File: src/rtl/hgu_pkg.sv
// Shared types and constants for the haptic gain upsampler.
// Used by hgu_scale, hgu_interp and haptic_gain_upsampler_x16; no dependencies.
package hgu_pkg;

  localparam int SAMPLE_W     = 16;
  localparam int GAIN_W       = 16;
  localparam int UPSAMPLE_DEF = 16;
  // Interpolation weights reach the largest upsample factor (16).
  localparam int WEIGHT_W     = 5;
  // Interpolation sums and their magnitudes, sized for the largest factor.
  localparam int ACC_W        = 22;
  localparam int MAG_W        = 21;

  localparam logic [GAIN_W-1:0] GAIN_UNITY = 16'd16384;
  localparam logic [GAIN_W-1:0] GAIN_MAX   = 16'd45056;

  typedef logic signed [SAMPLE_W-1:0] sample_t;

  typedef struct packed {
    sample_t ch1;
    sample_t ch2;
    sample_t ch3;
  } frame_t;

  // One scaled frame handed from the gain stage to the interpolator.
  typedef struct packed {
    frame_t frame;
    logic   eob;
  } scaled_t;

endpackage

File: src/rtl/hgu_scale.sv
// Gain stage: multiplies each channel by gain and a channel factor in Q2.14
// unless gain is unity. Needs hgu_pkg; feeds hgu_interp one frame per word.
module hgu_scale (
  input  logic                          clk,
  input  logic                          rst_n,
  input  logic [hgu_pkg::GAIN_W-1:0]    gain,
  input  logic                          in_valid,
  output logic                          in_ready,
  input  hgu_pkg::sample_t              in_left,
  input  hgu_pkg::sample_t              in_right,
  input  logic                          in_eob,
  output logic                          frm_valid,
  input  logic                          frm_ready,
  output hgu_pkg::scaled_t              frm_word
);

  localparam int P1_W   = 33;
  localparam int PROD_W = 50;
  localparam int SHIFT  = 28;
  localparam int Q_W    = PROD_W - SHIFT;

  localparam logic signed [16:0] FACTOR_CH1 = 17'sd22118;
  localparam logic signed [16:0] FACTOR_CH2 = 17'sd27034;
  localparam logic signed [16:0] FACTOR_CH3 = 17'sd25395;

  localparam hgu_pkg::sample_t SAMPLE_MAX = 16'sh7fff;
  localparam hgu_pkg::sample_t SAMPLE_MIN = 16'sh8000;

  // Drop 28 fraction bits toward zero and saturate to 16 bits.
  function automatic hgu_pkg::sample_t sat_q28(input logic signed [PROD_W-1:0] p);
    logic [PROD_W-1:0] m;
    logic [Q_W-1:0]    q;
    hgu_pkg::sample_t  res;
    m = p[PROD_W-1] ? PROD_W'(-p) : PROD_W'(p);
    q = m[PROD_W-1:SHIFT];
    if (p[PROD_W-1]) begin
      res = (q > Q_W'(32768)) ? SAMPLE_MIN : hgu_pkg::sample_t'(~q[15:0] + 16'd1);
    end else begin
      res = (q > Q_W'(32767)) ? SAMPLE_MAX : hgu_pkg::sample_t'(q[15:0]);
    end
    return res;
  endfunction

  logic                             adv;
  logic                             v1_r, v2_r, v3_r, pend_v_r;
  hgu_pkg::sample_t                 l1_r, r1_r, l2_r, r2_r, l3_r, r3_r;
  logic                             e1_r, e2_r, e3_r;
  logic signed [P1_W-1:0]           pl2_r, pr2_r;
  logic signed [PROD_W-1:0]         pa3_r, pb3_r, pc3_r;
  logic signed [hgu_pkg::GAIN_W:0]  gain_s;
  hgu_pkg::scaled_t                 word_r, word_nxt;

  // The whole stage moves forward whenever its last register can be emptied.
  assign adv      = !pend_v_r || frm_ready;
  assign in_ready = adv;
  assign gain_s   = $signed({1'b0, gain});

  // Bypass on unity gain, otherwise saturate the scaled products.
  always_comb begin
    word_nxt.eob = e3_r;
    if (gain == hgu_pkg::GAIN_UNITY) begin
      word_nxt.frame.ch1 = l3_r;
      word_nxt.frame.ch2 = l3_r;
      word_nxt.frame.ch3 = r3_r;
    end else begin
      word_nxt.frame.ch1 = sat_q28(pa3_r);
      word_nxt.frame.ch2 = sat_q28(pb3_r);
      word_nxt.frame.ch3 = sat_q28(pc3_r);
    end
  end

  // Valid bits of the four registers.
  always_ff @(posedge clk) begin
    if (!rst_n) begin
      v1_r     <= 1'b0;
      v2_r     <= 1'b0;
      v3_r     <= 1'b0;
      pend_v_r <= 1'b0;
    end else if (adv) begin
      v1_r     <= in_valid;
      v2_r     <= v1_r;
      v3_r     <= v2_r;
      pend_v_r <= v3_r;
    end
  end

  // Payload: input register, gain products, factor products, scaled frame.
  always_ff @(posedge clk) begin
    if (adv) begin
      l1_r   <= in_left;
      r1_r   <= in_right;
      e1_r   <= in_eob;
      pl2_r  <= l1_r * gain_s;
      pr2_r  <= r1_r * gain_s;
      l2_r   <= l1_r;
      r2_r   <= r1_r;
      e2_r   <= e1_r;
      pa3_r  <= pl2_r * FACTOR_CH1;
      pb3_r  <= pl2_r * FACTOR_CH2;
      pc3_r  <= pr2_r * FACTOR_CH3;
      l3_r   <= l2_r;
      r3_r   <= r2_r;
      e3_r   <= e2_r;
      word_r <= word_nxt;
    end
  end

  assign frm_valid = pend_v_r;
  assign frm_word  = word_r;

endmodule

File: config.mk
export PLATFORM = sky130hd
export DESIGN_NAME = hgu_scale
export DESIGN_NICKNAME = d
export VERILOG_FILES = /design/src/rtl/hgu_pkg.sv /design/src/rtl/hgu_scale.sv
export SDC_FILE = /design/constraint.sdc
export NUM_CORES = 2
export LEC_CHECK = 0
export ABC_AREA = 1
export BUFFER_PORTS_ARGS = -buffer_cell sky130_fd_sc_hd__buf_2
export CORE_MARGIN = 3
export CORE_UTILIZATION = 52
export CTS_BUF_LIST = sky130_fd_sc_hd__clkbuf_4
export DETAILED_ROUTE_END_ITERATION = 6
export PLACE_DENSITY = 0.77
export SYNTH_ARGS = -nofsm -noshare
export SYNTH_HDL_FRONTEND = slang
export SYNTH_SLANG_ARGS = --single-unit
File: constraint.sdc
create_clock -name clk -period 16.35 [get_ports clk]
set_input_delay 0.8175 -clock clk [delete_from_list [all_inputs] [get_ports clk]]
set_output_delay 0.8175 -clock clk [all_outputs]
set_load 0.02 [all_outputs]
Word-level counts from Yosys, hierarchy flattened

Cells that the tools add are included.

$add $sub $neg: 6
Multiply operators: 5
Order comparisons: 6
Eq/ne operators: 1
Mux-type cells: 13
Bitwise operators: 3
Reduce and logical (&&, ||, !) cells: 2

Operators with widths:

| kind                                                            | count |
|---|---|
| 2-to-1 mux 50 bit                                               | 3 |
| negator 50 bit                                                  | 3 |
| 2-to-1 mux 16 bit                                               | 9 |
| multiplier 33 x 15 -> 48 bit, second input constant             | 2 |
| greater-than comparator 22 x 15 -> 1 bit, second input constant | 3 |
| greater-than comparator 22 x 16 -> 1 bit, second input constant | 3 |
| multiplier 16 x 17 -> 33 bit                                    | 2 |
| multiplier 33 x 16 -> 49 bit, second input constant             | 1 |
| adder 16 x 1 -> 16 bit, second input constant                   | 3 |
| 2-to-1 mux 48 bit                                               | 1 |
| inverter 16 bit                                                 | 3 |
| equality test 16 x 15 -> 1 bit, second input constant           | 1 |
| logical NOT 1 bit                                               | 1 |
| logical OR 1 bit                                                | 1 |

Bits in registers: 366
Input bits: 53
Output and inout port bits: 51
Word-level logic and storage cells: 58

Longest topological paths before layout

Depth after elaboration: 7
Mapped depth: 27
Gate-level depth less buffers: 26

Least setup slack after synthesis

Ideal clock, no wire load.

Kind: input port to output port
Start point: in frm_ready
End point: out in_ready
Arrival time: 7.958 ns
Data required time: 15.532 ns
Path slack: 7.575 ns
Stages: 2
Path buffers: 0
Path through: nor2_1 -> inv_1

Longest elaborated chain between the ends: 1

Ends and longest elaborated chain:

| what               | RTL line        | text |
|---|---|---|
| start: declaration | hgu_scale.sv:13 | `input logic frm_ready,` |
| logical OR 1 bit   | hgu_scale.sv:54 | `assign adv = !pend_v_r \|\| frm_ready;` |
| end: declaration   | hgu_scale.sv:8  | `output logic in_ready,` |

Every way passes these cells.

Worst setup path in the final report

Start point: reg pl2_r[3]
End point: reg pb3_r[42] (data pin)

Longest elaborated chain between the ends: 1

Ends and longest elaborated chain:

| what                         | RTL line        | text |
|---|---|---|
| start: declaration           | hgu_scale.sv:48 | `logic signed [P1_W-1:0] pl2_r, pr2_r;` |
| start signal: assignment     | hgu_scale.sv:93 | `pl2_r <= l1_r * gain_s;` |
| multiplier 33 x 15 -> 48 bit | hgu_scale.sv:99 | `pb3_r <= pl2_r * FACTOR_CH2;` |
| end signal: assignment       | hgu_scale.sv:99 |  |
| end: declaration             | hgu_scale.sv:49 | `logic signed [PROD_W-1:0] pa3_r, pb3_r, pc3_r;` |

Every way passes these cells.
A chain may end at the register's enable or synchronous reset.

==> impl_metrics.toml <==
[clock_tree]
tritoncts = "done"
cts_inserted_buffers = 95
clock-sinks = 362
insertion_delay_ps = 990
clk_path_buf_depth = 3
htreeDepth = 3
post_cts_buffers = 0
cts_root_buf = "clkbuf_4"
clk_pin_slew_ps = 70

[critical_path]
r2r_end = "pb3_r[42]"
critPathKind = "flip-flop to flip-flop"
r2r_start = "pl2_r[3]"
crit_required_ps = 17090
ff2ff_setup_slack_ps = 9590
end_kind = "flip-flop"
arrival_ps = 7500
path_max_fanout = 8
cp-start-kind = "flip-flop"
reg2reg_depth = 23

[cells_and_area]
fillers = 10800
multiInputGateArea_um2 = 43900
drive_gt1_share_pct = 5.19
register_area_um2 = 10800
fin_nets = 9381
syn2layout_area_growth_pct = 5.72

[floorplan]
die_area_um2 = 126000
core_um2 = 120000
num_io_pins = 104
die_w_um = 355
row_count = 127
fp.dieH_um = 355
start_util_pct = 52.5

[yosys]
syn_area_per_cell_um2 = 8.43
synth_simple_gate_area_share_pct = 14.9
ys_ff_latch = 362
synth_compound_area_share_pct = 5.75
async_reset_ff_share_pct = 0
synth_fa_ha_area_share_pct = 45.5
synth_xor_xnor_area_share_pct = 3.38
synthDistinctLibCells = 58
ys_seq_area_share_pct = 17.1
synth_mux_area_share_pct = 0
synth_area_um2 = 63200
synth_top_family_by_area = "adder cells"
synth_edf_count = 358
syn-instance-count = 7500
ys_dominant_reg_cell = "edfxtp_1"
yosys_warnings = 0
synth_fp_nets = 9279

[timing]
slew_headroom_pct = 18.7
period_needed_ps = 6760
hold_violations = 0
rsz0062_at_grt = "false"
hold_ws_ps = 125
setup_violations = 0
slew_viol_final = 0
period_share_pct = 41.3
tightest_slew_ps = 1220
fin_setup_tns_ps = 0
skew_ps = 79.3
fmax_mhz = 148

[detailed_routing]
vias = 48800
vias_per_cell = 5.26
ant_nets = 0
wl_per_cell_um = 18.3
drt-initial-drc-count = 4349
first_pass_iters = 6
wl_um = 170000
drc = 0

[global_route]
grt_pass1_vias = 50600
grt_usage_pct = 27.6
grt_pass1_wl_um = 272000
grt_max_degree = 79
overflow = 0
antenna_found_initial = 11

[min_path]
hold_end = "l1_r[4]"
worstHoldStart = "in_left[4]"
whs_path_depth = 1
min_path_type = "primary input to flip-flop"

[status]
status = "completed"

[placed_design]
hpwl_um = 144000
portBuffers = 103
place.gp.congestion = 0.983

[flow_run]
maxCapViolations = 0
==> cells in the final DEF, fill, tap and decap left out, drive strengths merged, types with 93 or more instances in the layout <==
cell | Yosys | layout
nand2 | 1392 | 1392
inv | 2086 | 2089
fa | 952 | 952
clkbuf | 133 | 128
ha | 774 | 774
xnor2 | 93 | 93
xor2 | 151 | 151
nand3 | 200 | 200
o21ai | 231 | 231
buf | 20 | 127
nor2 | 572 | 572
a21oi | 283 | 283
edfxtp | 358 | 358
==> synth_stat cells, types with 15 or more instances <==
| cell | count | area share (%) |
|---|---|---|
| nand3_2 | 16 | 0.25 |
| a21o_1 | 15 | 0.18 |
| nand4_1 | 34 | 0.34 |
| inv_1 | 2077 | 12 |
| nand2_2 | 23 | 0.23 |
| a21oi_1 | 281 | 2.2 |
| xor2_1 | 151 | 2.1 |
| ha_1 | 774 | 15 |
| edfxtp_1 | 358 | 17 |
| a31oi_1 | 54 | 0.53 |
| nor3_1 | 30 | 0.24 |
| nor2_2 | 37 | 0.37 |
| o21ai_1 | 31 | 0.25 |
| o21a_1 | 18 | 0.21 |
| nand2_1 | 1363 | 8.1 |
| xnor2_1 | 93 | 1.3 |
| o21ai_0 | 194 | 1.5 |
| clkbuf_1 | 133 | 0.79 |
| fa_1 | 952 | 30 |
| nor2_1 | 526 | 3.1 |
| nand3_1 | 184 | 1.5 |
==> logic make-up after synthesis <==
logic type	after synthesis
buf+inv	2239
flops	362
fa+ha+maj	1726
xor+xnor	244
compound gates	656
simple gates	2273
==> per-stage QoR <==
step	util [%]	area [um2]	setup slack, ps	instances
global route	55.6	66800	9310	9289
CTS	55.6	66800	9680	9286
finish	55.6	66800	9590	9289
floorplan	-	63200	7570	7500
detailed placement	54.3	65300	9480	9086
global placement	54.3	65300	9500	9086
==> timing repair <==
item                      in CTS  in global routing
resized for setup              0                  0
hold buffers                  31                  0
hold endpoints to repair      31                  0
==> per-layer routing <==
layer  up-vias  GRT usage [%]  part of all wire [%]
met5         -              0                 0.020
met4         4           9.23                   3.4
met3       339           5.62                   8.7
met2      1881           42.8                    44
met1     23700           38.8                    44
li1      22900              -                     -
==> how the worst max path moves through the flow <==
stage | from | to | slack, ps
2_1_floorplan | frm_ready | in_ready | 7570
3_3_place_gp | gain[5] | pl2_r[25] | 9500
3_5_place_dp | gain[8] | pl2_r[28] | 9480
4_1_cts | pl2_r[22] | pa3_r[46] | 9680
5_1_grt | pl2_r[13] | pa3_r[45] | 9310
6_report | pl2_r[3] | pb3_r[42] | 9590
==> sequential cells by signal (all words and copies together), names as in the netlist, 16 cells and up <==
signal and count:
frm_word 49, pc3_r 49, pb3_r 48, pa3_r 47, pl2_r 33, pr2_r 33
l1_r 16, l2_r 16, l3_r 16, r1_r 16, r2_r 16, r3_r 16
==> cell type report <==
class / instances / area share (%)
antenna: 3 / 0.0112
sequential: 362 / 16.2
timing repair buffer: 158 / 1.51
clock buffer: 128 / 1.44
multi-input combinational: 4899 / 65.7
clock inverter: 41 / 0.361
tap: 1612 / 3.02
inverter: 2086 / 11.7
==> critical path, stage by stage (launching register included) <==
cell,delay [ps]
edfxtp_1,580
ha_1,410
xor2_1,470
ha_1,240
nor2_1,60
fa_1,520
inv_1,60
fa_1,550
fa_1,560
inv_1,60
fa_1,590
inv_1,70
ha_1,390
nand2_1,140
nor2_1,130
inv_1,60
nor2_1,130
and3_1,160
a21oi_1,140
o21ai_0,560
nand3_1,140
nand2_1,150
a21oi_1,90
xnor2_1,250
Power is not shown: default switching activity piles up to over one toggle a cycle in this logic, so the estimate is an artifact.
