$ cat src/rtl/hgu_pkg.sv
// Shared types and constants for the haptic gain upsampler.
// Used by hgu_scale, hgu_interp and haptic_gain_upsampler_x16; no dependencies.
package hgu_pkg;

  localparam int SAMPLE_W     = 16;
  localparam int GAIN_W       = 16;
  localparam int UPSAMPLE_DEF = 16;
  // Interpolation weights reach the largest upsample factor (16).
  localparam int WEIGHT_W     = 5;
  // Interpolation sums and their magnitudes, sized for the largest factor.
  localparam int ACC_W        = 22;
  localparam int MAG_W        = 21;

  localparam logic [GAIN_W-1:0] GAIN_UNITY = 16'd16384;
  localparam logic [GAIN_W-1:0] GAIN_MAX   = 16'd45056;

  typedef logic signed [SAMPLE_W-1:0] sample_t;

  typedef struct packed {
    sample_t ch1;
    sample_t ch2;
    sample_t ch3;
  } frame_t;

  // One scaled frame handed from the gain stage to the interpolator.
  typedef struct packed {
    frame_t frame;
    logic   eob;
  } scaled_t;

endpackage

$ cat src/rtl/hgu_interp.sv
// Interpolating upsampler: emits UPSAMPLE frames between held and new frame,
// and UPSAMPLE copies of the last frame of a buffer. Depends on hgu_pkg.
module hgu_interp #(
  parameter int UPSAMPLE = hgu_pkg::UPSAMPLE_DEF
) (
  input  logic              clk,
  input  logic              rst_n,
  input  logic              frm_valid,
  output logic              frm_ready,
  input  hgu_pkg::scaled_t  frm_word,
  output logic              out_valid,
  input  logic              out_ready,
  output hgu_pkg::frame_t   out_frame,
  output logic              out_run_last,
  output logic              out_buffer_last
);

  localparam int PH_W  = (UPSAMPLE > 1) ? $clog2(UPSAMPLE) : 1;
  localparam int ACC_W = hgu_pkg::ACC_W;
  localparam int MAG_W = hgu_pkg::MAG_W;
  localparam int WT_W  = hgu_pkg::WEIGHT_W;
  localparam logic [PH_W-1:0]  LAST_PH = PH_W'(UPSAMPLE - 1);
  localparam logic [MAG_W-1:0] RECIP   = MAG_W'((1 << MAG_W) / UPSAMPLE);
  localparam logic [MAG_W-1:0] DIVISOR = MAG_W'(UPSAMPLE);

  typedef enum logic {GEN_INTERP, GEN_COPY} gen_mode_t;

  // Sequencer state.
  logic            busy_r, busy_nxt;
  gen_mode_t       mode_r, mode_nxt;
  logic [PH_W-1:0] phase_r, phase_nxt;
  hgu_pkg::frame_t cur_r, cur_nxt, held_r, held_nxt;
  logic            held_v_r, held_v_nxt;
  logic            eob_r, eob_nxt;

  logic            gen_en;
  logic            can_take;
  logic            take;
  logic            is_last;

  // Divide pipeline.
  logic                     g1_v_r, g2_v_r, out_v_r;
  logic signed [ACC_W-1:0]  acc_r [3];
  logic signed [ACC_W-1:0]  acc_nxt [3];
  logic                     rl1_r, bl1_r, rl2_r, bl2_r;
  logic [MAG_W-1:0]         mag_r [3];
  logic [MAG_W-1:0]         mag_nxt [3];
  logic [2*MAG_W-1:0]       prod_r [3];
  logic                     neg_r [3];
  hgu_pkg::sample_t         res_nxt [3];
  hgu_pkg::sample_t         s0 [3];
  hgu_pkg::sample_t         s1 [3];
  logic signed [WT_W:0]     wa, wb;
  hgu_pkg::frame_t          out_frame_r;
  logic                     out_rl_r, out_bl_r;

  assign gen_en  = !out_v_r || out_ready;
  assign is_last = (phase_r == LAST_PH);

  // Next sequencer state: finish the current item, then load the next one.
  always_comb begin
    busy_nxt   = busy_r;
    mode_nxt   = mode_r;
    phase_nxt  = phase_r;
    cur_nxt    = cur_r;
    held_nxt   = held_r;
    held_v_nxt = held_v_r;
    eob_nxt    = eob_r;
    if (busy_r && gen_en) begin
      if (is_last) begin
        phase_nxt = '0;
        if (mode_r == GEN_INTERP && eob_r) begin
          mode_nxt = GEN_COPY;
        end else begin
          busy_nxt = 1'b0;
          if (mode_r == GEN_COPY) begin
            held_nxt   = '0;
            held_v_nxt = 1'b0;
          end else begin
            held_nxt   = cur_r;
            held_v_nxt = 1'b1;
          end
        end
      end else begin
        phase_nxt = PH_W'(phase_r + 1'b1);
      end
    end
    // A new word is taken once the current one is finished or none is running.
    can_take = !busy_nxt;
    take     = frm_valid && can_take;
    if (take) begin
      cur_nxt   = frm_word.frame;
      eob_nxt   = frm_word.eob;
      phase_nxt = '0;
      if (held_v_nxt) begin
        busy_nxt = 1'b1;
        mode_nxt = GEN_INTERP;
      end else if (frm_word.eob) begin
        busy_nxt = 1'b1;
        mode_nxt = GEN_COPY;
      end else begin
        // First frame of a buffer only becomes the held frame.
        held_nxt   = frm_word.frame;
        held_v_nxt = 1'b1;
      end
    end
  end

  assign frm_ready = can_take;

  always_ff @(posedge clk) begin
    if (!rst_n) begin
      busy_r   <= 1'b0;
      mode_r   <= GEN_INTERP;
      phase_r  <= '0;
      held_v_r <= 1'b0;
      eob_r    <= 1'b0;
      held_r   <= '0;
    end else begin
      busy_r   <= busy_nxt;
      mode_r   <= mode_nxt;
      phase_r  <= phase_nxt;
      held_v_r <= held_v_nxt;
      eob_r    <= eob_nxt;
      held_r   <= held_nxt;
    end
  end

  always_ff @(posedge clk) begin
    cur_r <= cur_nxt;
  end

  // Weighted sum per channel; a copy uses the new frame at both ends.
  always_comb begin
    wa = $signed({1'b0, WT_W'(WT_W'(UPSAMPLE) - WT_W'(phase_r))});
    wb = $signed({1'b0, WT_W'(phase_r)});
    s1[0] = cur_r.ch1;
    s1[1] = cur_r.ch2;
    s1[2] = cur_r.ch3;
    if (mode_r == GEN_COPY) begin
      s0[0] = cur_r.ch1;
      s0[1] = cur_r.ch2;
      s0[2] = cur_r.ch3;
    end else begin
      s0[0] = held_r.ch1;
      s0[1] = held_r.ch2;
      s0[2] = held_r.ch3;
    end
    for (int k = 0; k < 3; k++) begin
      acc_nxt[k] = wa * s0[k] + wb * s1[k];
      mag_nxt[k] = acc_r[k][ACC_W-1] ? MAG_W'(-acc_r[k]) : MAG_W'(acc_r[k]);
    end
  end

  // Quotient by reciprocal, one correction step, sign restored toward zero.
  always_comb begin
    logic [MAG_W-1:0] q0;
    logic [MAG_W-1:0] q;
    logic [MAG_W-1:0] rem;
    for (int k = 0; k < 3; k++) begin
      q0  = prod_r[k][2*MAG_W-1:MAG_W];
      rem = mag_r[k] - MAG_W'(q0 * DIVISOR);
      q   = (rem >= DIVISOR) ? MAG_W'(q0 + 1'b1) : q0;
      res_nxt[k] = neg_r[k] ? hgu_pkg::sample_t'(~q[15:0] + 16'd1)
                            : hgu_pkg::sample_t'(q[15:0]);
    end
  end

  always_ff @(posedge clk) begin
    if (!rst_n) begin
      g1_v_r  <= 1'b0;
      g2_v_r  <= 1'b0;
      out_v_r <= 1'b0;
    end else if (gen_en) begin
      g1_v_r  <= busy_r;
      g2_v_r  <= g1_v_r;
      out_v_r <= g2_v_r;
    end
  end

  always_ff @(posedge clk) begin
    if (gen_en) begin
      for (int k = 0; k < 3; k++) begin
        acc_r[k]  <= acc_nxt[k];
        mag_r[k]  <= mag_nxt[k];
        prod_r[k] <= mag_nxt[k] * RECIP;
        neg_r[k]  <= acc_r[k][ACC_W-1];
      end
      rl1_r           <= is_last && (mode_r == GEN_COPY || !eob_r);
      bl1_r           <= is_last && (mode_r == GEN_COPY);
      rl2_r           <= rl1_r;
      bl2_r           <= bl1_r;
      out_rl_r        <= rl2_r;
      out_bl_r        <= bl2_r;
      out_frame_r.ch1 <= res_nxt[0];
      out_frame_r.ch2 <= res_nxt[1];
      out_frame_r.ch3 <= res_nxt[2];
    end
  end

  assign out_valid       = out_v_r;
  assign out_frame       = out_frame_r;
  assign out_run_last    = out_rl_r;
  assign out_buffer_last = out_bl_r;

`ifndef ASSERT_OFF
  a_buffer_last_ends_run: assert property (@(posedge clk) disable iff (!rst_n)
    (out_v_r && out_bl_r) |-> out_rl_r)
    else $error("buffer_last word without run_last");

  a_copy_only_on_eob: assert property (@(posedge clk) disable iff (!rst_n)
    (busy_r && mode_r == GEN_COPY) |-> eob_r)
    else $error("copy phase for a frame that does not end a buffer");

  a_held_clear_after_copy: assert property (@(posedge clk) disable iff (!rst_n)
    $fell(held_v_r) |-> $past(mode_r == GEN_COPY && busy_r))
    else $error("held frame dropped outside the end of a buffer");
`endif

endmodule

$ cat config.mk
export PLATFORM = sky130hd
export DESIGN_NAME = hgu_interp
export DESIGN_NICKNAME = d
export VERILOG_FILES = /design/src/rtl/hgu_pkg.sv /design/src/rtl/hgu_interp.sv
export SDC_FILE = /design/constraint.sdc
export NUM_CORES = 1
export LEC_CHECK = 0
export ABC_AREA = 1
export CORE_UTILIZATION = 60
export DETAILED_ROUTE_END_ITERATION = 6
export DONT_BUFFER_PORTS = 1
export PLACE_DENSITY = 0.86
export SLEW_MARGIN = 15
export SYNTH_ARGS = -nofsm -noshare
export SYNTH_HDL_FRONTEND = slang
export SYNTH_SLANG_ARGS = --single-unit
$ cat constraint.sdc
create_clock -name clk -period 5.67 [get_ports clk]
set_clock_uncertainty 0.1 [all_clocks]
set_input_delay 0.8505 -clock clk [delete_from_list [all_inputs] [get_ports clk]]
set_output_delay 0.8505 -clock clk [all_outputs]
set_load 0.01 [all_outputs]
After elaboration in Yosys (flattened, before gate mapping)
Memories as Yosys holds them, arrays and structs flattened.
Index checks and enable logic that the tools add are counted.
{ "classes": {"addsub": 17, "n_mul": 6, "muxes": 39, "n_reduce_logical": 11, "magnitude_cmp": 3, "n_bitwise": 5, "n_eq_ne": 1} }
{ "ops": {"columns": ["op", "n"], "rows": [
  ["$mux 48", 8],
  ["$add 16x1->16 const B", 6],
  ["$mux 16", 6],
  ["$add 22x21->22", 3],
  ["$mul 6x16->22", 3],
  ["$ge 21x5->1 const B", 3],
  ["$mul 5x16->21", 3],
  ["$mux 21", 3],
  ["$neg 21->21", 3],
  ["$sub 21x21->21", 3],
  ["$not 16->16", 3],
  ["$mux 1", 21],
  ["$logic_and 1x1->1", 5],
  ["$sub 5x4->5 const A", 1],
  ["$add 4x1->4 const B", 1],
  ["$eq 4x4->1 const B", 1],
  ["$mux 4", 1],
  ["$logic_not 1->1", 3],
  ["$logic_or 1x1->1", 2],
  ["$not 1->1", 2],
  ["$reduce_or 2->1", 1]
]} }
{ "totals": {"in_bits": 53, "out_inout_bits": 52, "memories": 4, "ff_bits": 161, "ramBits": 195} }
{ "mem_list": {"columns": ["name", "words", "word_bits", "read_ports", "rd_ports_with_merged_regs", "wr", "line_no", "text"], "rows": [
  ["acc_r", 3, 22, 3, 0, 3, "hgu_interp.sv:43", "logic signed [ACC_W-1:0] acc_r [3];"],
  ["mag_r", 3, 21, 3, 0, 3, "hgu_interp.sv:46", "logic [MAG_W-1:0] mag_r [3];"],
  ["prod_r", 3, 21, 3, 0, 3, "hgu_interp.sv:48", "logic [2*MAG_W-1:0] prod_r [3];"],
  ["neg_r", 3, 1, 3, 0, 3, "hgu_interp.sv:49", "logic neg_r [3];"]
]} }

Logic depth before layout (Yosys ltp)
Gate-level depths: netlist of run 1.
{ "depth": {"depth_word": 8, "ltp_mapped": 32, "ltp_nobuf": 28} }

Worst setup path before layout of run 1
OpenSTA, ideal clock, no wires.
{ "synth_timing": {"path_type": "reg-to-reg", "start": "reg phase_r[0]", "end": "mem acc_r[1][18], in the netlist acc_r[0][40], data pin", "arrival_ns": 5.652, "path_stages_with_launch": 25, "n_path_buf": 3, "setup_slack_ns": -0.334, "synth_period_minus_slack_ns": 6.004, "path_cell_list": "dfxtp_1 > inv_1 > clkbuf_1 > clkbuf_1 > ha_1 > nand2_1 > nor2_1 > clkbuf_1 > nand2_1 > fa_1 > inv_1 > fa_1 > fa_1 > fa_1 > inv_1 > fa_1 > inv_1 > ha_1 > nand2_1 > o21ai_0 > nand2_1 > nand3_1 > nand3_1 > nand3_1 > nand2_1"} }
{ "synth_rtl": {"columns": ["element", "line_no", "text"], "rows": [
  ["start: declaration", "hgu_interp.sv:31", "logic [PH_W-1:0] phase_r, phase_nxt;"],
  ["start signal: assignment", "hgu_interp.sv:122", "phase_r <= phase_nxt;"],
  ["end: declaration", "hgu_interp.sv:43", null]
]} }

==> flow_summary.json, run 1 <==
{
  "rows": 81,
  "grt_max_degree": 118,
  "status": "completed",
  "met2_length_mm": 33.2,
  "setup_tns_ns": 0,
  "synth_cell_types": 46,
  "max_freq_mhz": 180,
  "synth_simple_gate_area_share_pct": 18.4,
  "cp-end-kind": "register",
  "synthesis.area_sq_um": 29600,
  "antenna_found_initial": 5,
  "first_iter_violations": 1864,
  "core_sq_um": 48800,
  "vias_per_cell": 5.26,
  "synth_compound_area_share_pct": 5.41,
  "syn_nets": 4273,
  "path_depth": 22,
  "slew_headroom_pct": 31.8,
  "final_cell_mix": "975 x inv_1, 831 x nand2_1, 365 x fa_1",
  "final.min_clock_period_ns": 5.56,
  "fillers": 3660,
  "setup_viol": 0,
  "synth_xor_xnor_area_share_pct": 2.99,
  "yosys_warnings": 0,
  "grt_overflow": 0,
  "cts_hold_buf": 0,
  "path_buf_inv": 6,
  "fin_ws_ns": 0.115,
  "critPathMostFrequentCell": "fa_1",
  "critPathMaxStageDelay_ns": 0.56,
  "cellLeakagePower_nw": 17.2,
  "maxSlewViolCount": 0,
  "routedWlPerCell_um": 15.7,
  "reg2reg_depth": 22,
  "required_ns": 5.90,
  "final_common_cell": "inv_1",
  "synth.avg_cell_area_sq_um": 8.11,
  "path_clk_slew_ns": 0.07,
  "crit_fanout": 26,
  "cp_slowest_cell": "fa_1",
  "clockBufferDepth": 3,
  "synth_top_flop_cell": "edfxtp_1",
  "io_buffers": 0,
  "num_io_pins": 105,
  "dp_slack_ns": -0.0644,
  "top_layer_used": "met5",
  "power.total_mw": 8.47,
  "die_area_sq_um": 50300,
  "postPlaceCellArea_sq_um": 30800,
  "crit_path_end": "acc_r[0][18]",
  "dieHeight_um": 224,
  "stdcell_area_sq_um": 32600,
  "dp_hpwl_mm": 52.7,
  "initial_utilization_pct": 60.7,
  "numCtsBuffers": 34,
  "synth.area.mux_share_pct": 0,
  "timing.final.hold_violations": 0,
  "critical_path.startpoint_type": "register",
  "critPathKind": "reg -> reg",
  "ir_worst_vdd_mv": 0.290,
  "clk-insertion-delay-late_ns": 0.57,
  "reg2reg_slack_ns": 0.11,
  "routabilityCongestion": 0.984,
  "drc": 0,
  "dp_cells": 4304,
  "rsz0062_at_grt": "true",
  "grt_pass1_wl_mm": 113,
  "ys_seq_area_share_pct": 25.9,
  "crit_arrival_ns": 5.78,
  "hold_path_class": "in -> reg",
  "ant_nets": 0,
  "r2r_end": "acc_r[0][18]",
  "clock-sinks": 275,
  "wl_met3_mm": 5.52,
  "synthCells": 3654,
  "cap_violations": 0,
  "finalNetCount": 4302,
  "grt.total_usage_pct": 28.0,
  "cts_root_buffer": "clkbuf_16",
  "drt_wl_total_mm": 68.8,
  "min_period_over_period_pct": 98.0,
  "first_pass_iters": 5,
  "worst_slew_pin_slew_ns": 1.02,
  "cpLargestDelayFamily": "adder cells",
  "synth_fa_ha_area_share_pct": 33.2,
  "wl_met1_mm": 27.1,
  "crit_start": "phase_r[0]",
  "syn_to_final_growth_pct": 10.1,
  "drive_gt1_share_pct": 8.28,
  "stdcell_count": 4383,
  "pwr_density_cell_nw_per_um2": 260,
  "r2r-start": "phase_r[0]",
  "htreeDepth": 2,
  "synth-seq-cells": 275,
  "cts_tree": "yes",
  "synth_top_family_by_area": "adder cells",
  "synth_edf_count": 216,
  "grt_pass1_vias": 23342,
  "cp_cell_sequence": "inv_1 -> ha_2 -> or2_4 -> nand2_4 -> inv_2 -> buf_12 -> nand2_1 -> fa_1 -> fa_1 -> inv_1 -> fa_1 -> fa_1 -> inv_1 -> fa_1 -> inv_1 -> ha_1 -> a21oi_1 -> o21ai_0 -> a21oi_1 -> nand2_1 -> nand2_1 -> nand2_1",
  "async_flop_share_pct": 0,
  "die_w_um": 224,
  "vias": 23051
}
-- report_power, final --
group	switching (mW)	internal (mW)	total, mW
sequential	0.474	2.92	3.39
combinational	1.64	1.01	2.65
clock	0.961	1.47	2.43
total	3.07	5.40	8.47
-- worst reg2reg max path: stages, from the launching register on --
cell and delay [ns]:
dfxtp_2 0.35, inv_1 0.06, ha_2 0.20, or2_4 0.26, nand2_4 0.13, inv_2 0.08, buf_12 0.18, nand2_1 0.10
fa_1 0.44, fa_1 0.53, inv_1 0.05, fa_1 0.47, fa_1 0.56, inv_1 0.06, fa_1 0.54, inv_1 0.05
ha_1 0.33, a21oi_1 0.28, o21ai_0 0.14, a21oi_1 0.19, nand2_1 0.08, nand2_1 0.06, nand2_1 0.04
-- cells by family after synthesis --
group	after synthesis
AOI/OAI and AO/OA	300
and+or+nand+nor	1322
adders and majority gates	566
buffers and inverters	1090
DFF	275
xor gates and xnor gates	101
-- stage by stage --
| stage | utilization, % | hold slack [ns] |
|---|---|---|
| after global routing | 66.7 | 0.259 |
| after floorplan | - | 0.300 |
| final | 66.8 | 0.270 |
| after detailed placement | 63.0 | 0.307 |
| after global placement | 63.0 | 0.305 |
| after CTS | 65.5 | 0.248 |
-- flip-flops by register name, summed over array words and instances, names as in the netlist, 3 cells and up --
signal     count
acc_r         63
phase_r        4
mag_r         48
held_r        48
out_frame     48
cur_r         48
neg_r          3
-- how the worst min path moves through the flow --
stage | from | end | slack (ns) | depth (start not counted)
floorplan | bl1_r | bl2_r | 0.30 | 0
global placement | rl1_r | rl2_r | 0.31 | 0
detailed placement | bl1_r | bl2_r | 0.31 | 0
CTS | frm_word[35] | cur_r[34] | 0.25 | 0
global route | frm_word[6] | cur_r[5] | 0.26 | 0
finish | frm_word[48] | cur_r[47] | 0.27 | 0
-- layer usage --
metal	global-route usage, %	up-vias
met4	11.8	4
li1	-	11018
met5	0	-
met2	47.9	914
met1	35.0	10919
met3	5.00	196
-- area by class of cell --
class / count / area (sq um) / area share (%)
Tap cell: 664 / 831 / 2.55
Timing Repair Buffer: 94 / 796 / 2.44
Clock inverter: 19 / 273 / 0.836
Clock buffer: 43 / 970 / 2.97
Sequential cell: 275 / 7670 / 23.5
Antenna cell: 10 / 25.0 / 0.0767
Multi-Input combinational cell: 2289 / 18300 / 56.2
Inverter: 989 / 3710 / 11.4
-- synth_stat cells, types with 2 or more instances --
cell type  count  area (sq um)
a21oi_1      114           571
nor2_2        11          68.8
o211ai_1       3          22.5
nor3_1        23           115
o31ai_1        7          52.6
o21ai_2        2          17.5
xnor2_1       15           131
nor3_2         2          20.0
or2_2          7          43.8
nand2_4        4          45.0
inv_2          6          22.5
buf_2         27           135
o21ai_0      126           631
fa_1         366          7330
nor2_1       246           923
a31oi_1        2          12.5
a21oi_2        9          78.8
o21bai_1       6          45.0
buf_6          8          90.1
nand3_1      126           631
edfxtp_1     216          6490
nand2_1      843          3160
ha_1         200          2500
nor4_1         5          31.3
nand3b_1      13          97.6
o21ai_1       24           120
inv_1        982          3690
and2_1         3          18.8
buf_1         11          41.3
buf_4          2          15.0
nand4_1       31           194
nand2_2        2          12.5
clkbuf_1      52           195
dfxtp_1       59          1180
xor2_1        86           753
a21o_1         5          37.5
-- repair_timing --
action | in CTS | in global routing
buffers inserted | 0 | 7
endpoints found under the setup margin | 10 | 37
pin swaps | 0 | 21
gates cloned | 0 | 0
gates resized for setup | 5 | 126
(Power assumes the default switching activity.)
==> run 2, diff against run 1 <==
Settings changed: CORE_UTILIZATION 60 to 40, PLACE_DENSITY 0.86 to 0.63.
==> run 2 against run 1 <==
  * The flow now finishes with violations (design-rule violations)
  * Combinational power decreased by 2%
  * Die area rose by 50%
  * Worst setup slack improved by 0.0040 ns
  * Sequential share of layout area shrank 0.26 points
==> flow_summary.json, run 2 (synthesized netlist as in run 1, its figures left out) <==
{
  "crit_fanout": 13,
  "r2r-start": "phase_r[1]",
  "final_common_cell": "inv_1",
  "path_depth": 25,
  "clk-insertion-delay-late_ns": 0.57,
  "cap_violations": 0,
  "min_period_over_period_pct": 97.9,
  "die_area_sq_um": 75200,
  "io_buffers": 0,
  "grt.total_usage_pct": 19.3,
  "numCtsBuffers": 37,
  "path_buf_inv": 8,
  "top_register": "acc_r",
  "rows": 99,
  "finalNetCount": 4313,
  "num_io_pins": 105,
  "cts_tree": "yes",
  "rsz0062_at_grt": "true",
  "hold_path_class": "in -> reg",
  "fin_ws_ns": 0.119,
  "first_pass_iters": 7,
  "die_w_um": 274,
  "critPathKind": "reg -> reg",
  "first_iter_violations": 1218,
  "grt_pass1_wl_mm": 116,
  "crit_start": "phase_r[1]",
  "critical_path.startpoint_type": "register",
  "worst_slew_pin_slew_ns": 0.942,
  "clock-sinks": 275,
  "pwr_density_cell_nw_per_um2": 250,
  "setup_viol": 0,
  "largest_reg_flops": 63,
  "max_freq_mhz": 180,
  "ant_nets": 0,
  "syn_to_final_growth_pct": 11.3,
  "seq_area_sq_um": 7670,
  "timing.final.hold_violations": 0,
  "crit_arrival_ns": 5.77,
  "path_clk_slew_ns": 0.06,
  "antenna_found_initial": 9,
  "clockBufferDepth": 3,
  "required_ns": 5.89,
  "dieHeight_um": 274,
  "grt_max_degree": 112,
  "grt_overflow": 0,
  "dp_slack_ns": 0.00682,
  "dp_hpwl_mm": 54.5,
  "final_cell_mix": "980 x inv_1, 825 x nand2_1, 366 x fa_1",
  "final.min_clock_period_ns": 5.55,
  "cts_root_buffer": "clkbuf_16",
  "status": "complete, but fails checks",
  "violations": "design-rule violations",
  "slew_headroom_pct": 37.2,
  "multi_input_area_sq_um": 18300,
  "drive_gt1_share_pct": 8.49,
  "cellLeakagePower_nw": 17.2,
  "hp-start": "frm_word[33]",
  "cp-end-kind": "register",
  "drc": 20,
  "cp_slowest_cell": "fa_1",
  "vias_per_cell": 4.77,
  "maxSlewViolCount": 0,
  "postPlaceCellArea_sq_um": 31100,
  "reg2reg_depth": 25,
  "cpLargestDelayFamily": "adder cells",
  "core_sq_um": 73100,
  "drt_wl_total_mm": 71.0,
  "ir_worst_vdd_mv": 0.199,
  "stdcell_area_sq_um": 33000,
  "routedWlPerCell_um": 15.2,
  "critPathMaxStageDelay_ns": 0.54,
  "setup_tns_ns": 0,
  "htreeDepth": 2,
  "vias": 22360,
  "grt_pass1_vias": 22938,
  "whs_path_depth": 0,
  "routabilityCongestion": 0.898,
  "initial_utilization_pct": 40.5,
  "fillers": 7180
}
-- run 2: repair_timing --
item,4_1_cts,5_1_grt
pin swaps,0,16
endpoints found under the setup margin,1,35
setup buffers,0,11
resized for setup,1,118
gates cloned,0,3
hold buffers,0,0
-- run 2: final timing paths --
check | endpoint | slack (ns)
worst min-delay path | cur_r[32] | 0.27
worst max-delay path | acc_r[0][17] | 0.12
worst min register to register | bl2_r | 0.32
worst max register to register | acc_r[0][17] | 0.12
-- run 2: through the flow --
stage	instances	hold slack, ns	utilization (%)	power, mW
2_1_floorplan	3654	0.300	-	5.22
3_3_place_gp	4600	0.306	42.6	5.86
6_report	4687	0.274	45.1	8.25
5_1_grt	4685	0.251	45.1	8.87
4_1_cts	4667	0.234	44.2	8.23
3_5_place_dp	4600	0.305	42.6	5.92
-- run 2: worst register-to-register path, stage by stage, from the launching register on --
cell and delay, ns:
dfxtp_2 0.36, inv_1 0.06, ha_2 0.18, or2_4 0.26
nand2_4 0.08, clkinvlp_4 0.18, buf_6 0.21, nand2_1 0.10
fa_1 0.46, fa_1 0.53, inv_1 0.05, fa_1 0.47
fa_1 0.54, inv_1 0.05, fa_1 0.53, inv_1 0.05
ha_1 0.34, nand2_1 0.10, inv_1 0.09, nand2_1 0.06
nand2_1 0.07, inv_1 0.04, nand2_1 0.11, nand4_1 0.12
nand3_1 0.10, nand2_1 0.07
-- run 2: cell type report --
cell class                 count  area share, %
antenna                        6         0.0455
clock buffer                  44           3.05
clock inverter                23          0.508
inverter                     989           11.3
multi-input combinational   2289           55.5
sequential                   275           23.3
tap                          959           3.64
timing repair buffer         102           2.75
-- run 2: power by group --
part	internal [mW]	switching [mW]
Clock	1.29	0.981
Combinational	1.01	1.60
Sequential	2.92	0.459
Total	5.21	3.04
-- run 2: per-layer routing --
layer | vias to the layer above | routed length (um) | global-route usage [%]
met5 | - | 80 | 0
met2 | 544 | 34200 | 33.3
met1 | 10646 | 29800 | 23.9
li1 | 11021 | - | -
met4 | 8 | 2480 | 7.06
met3 | 141 | 4440 | 3.83
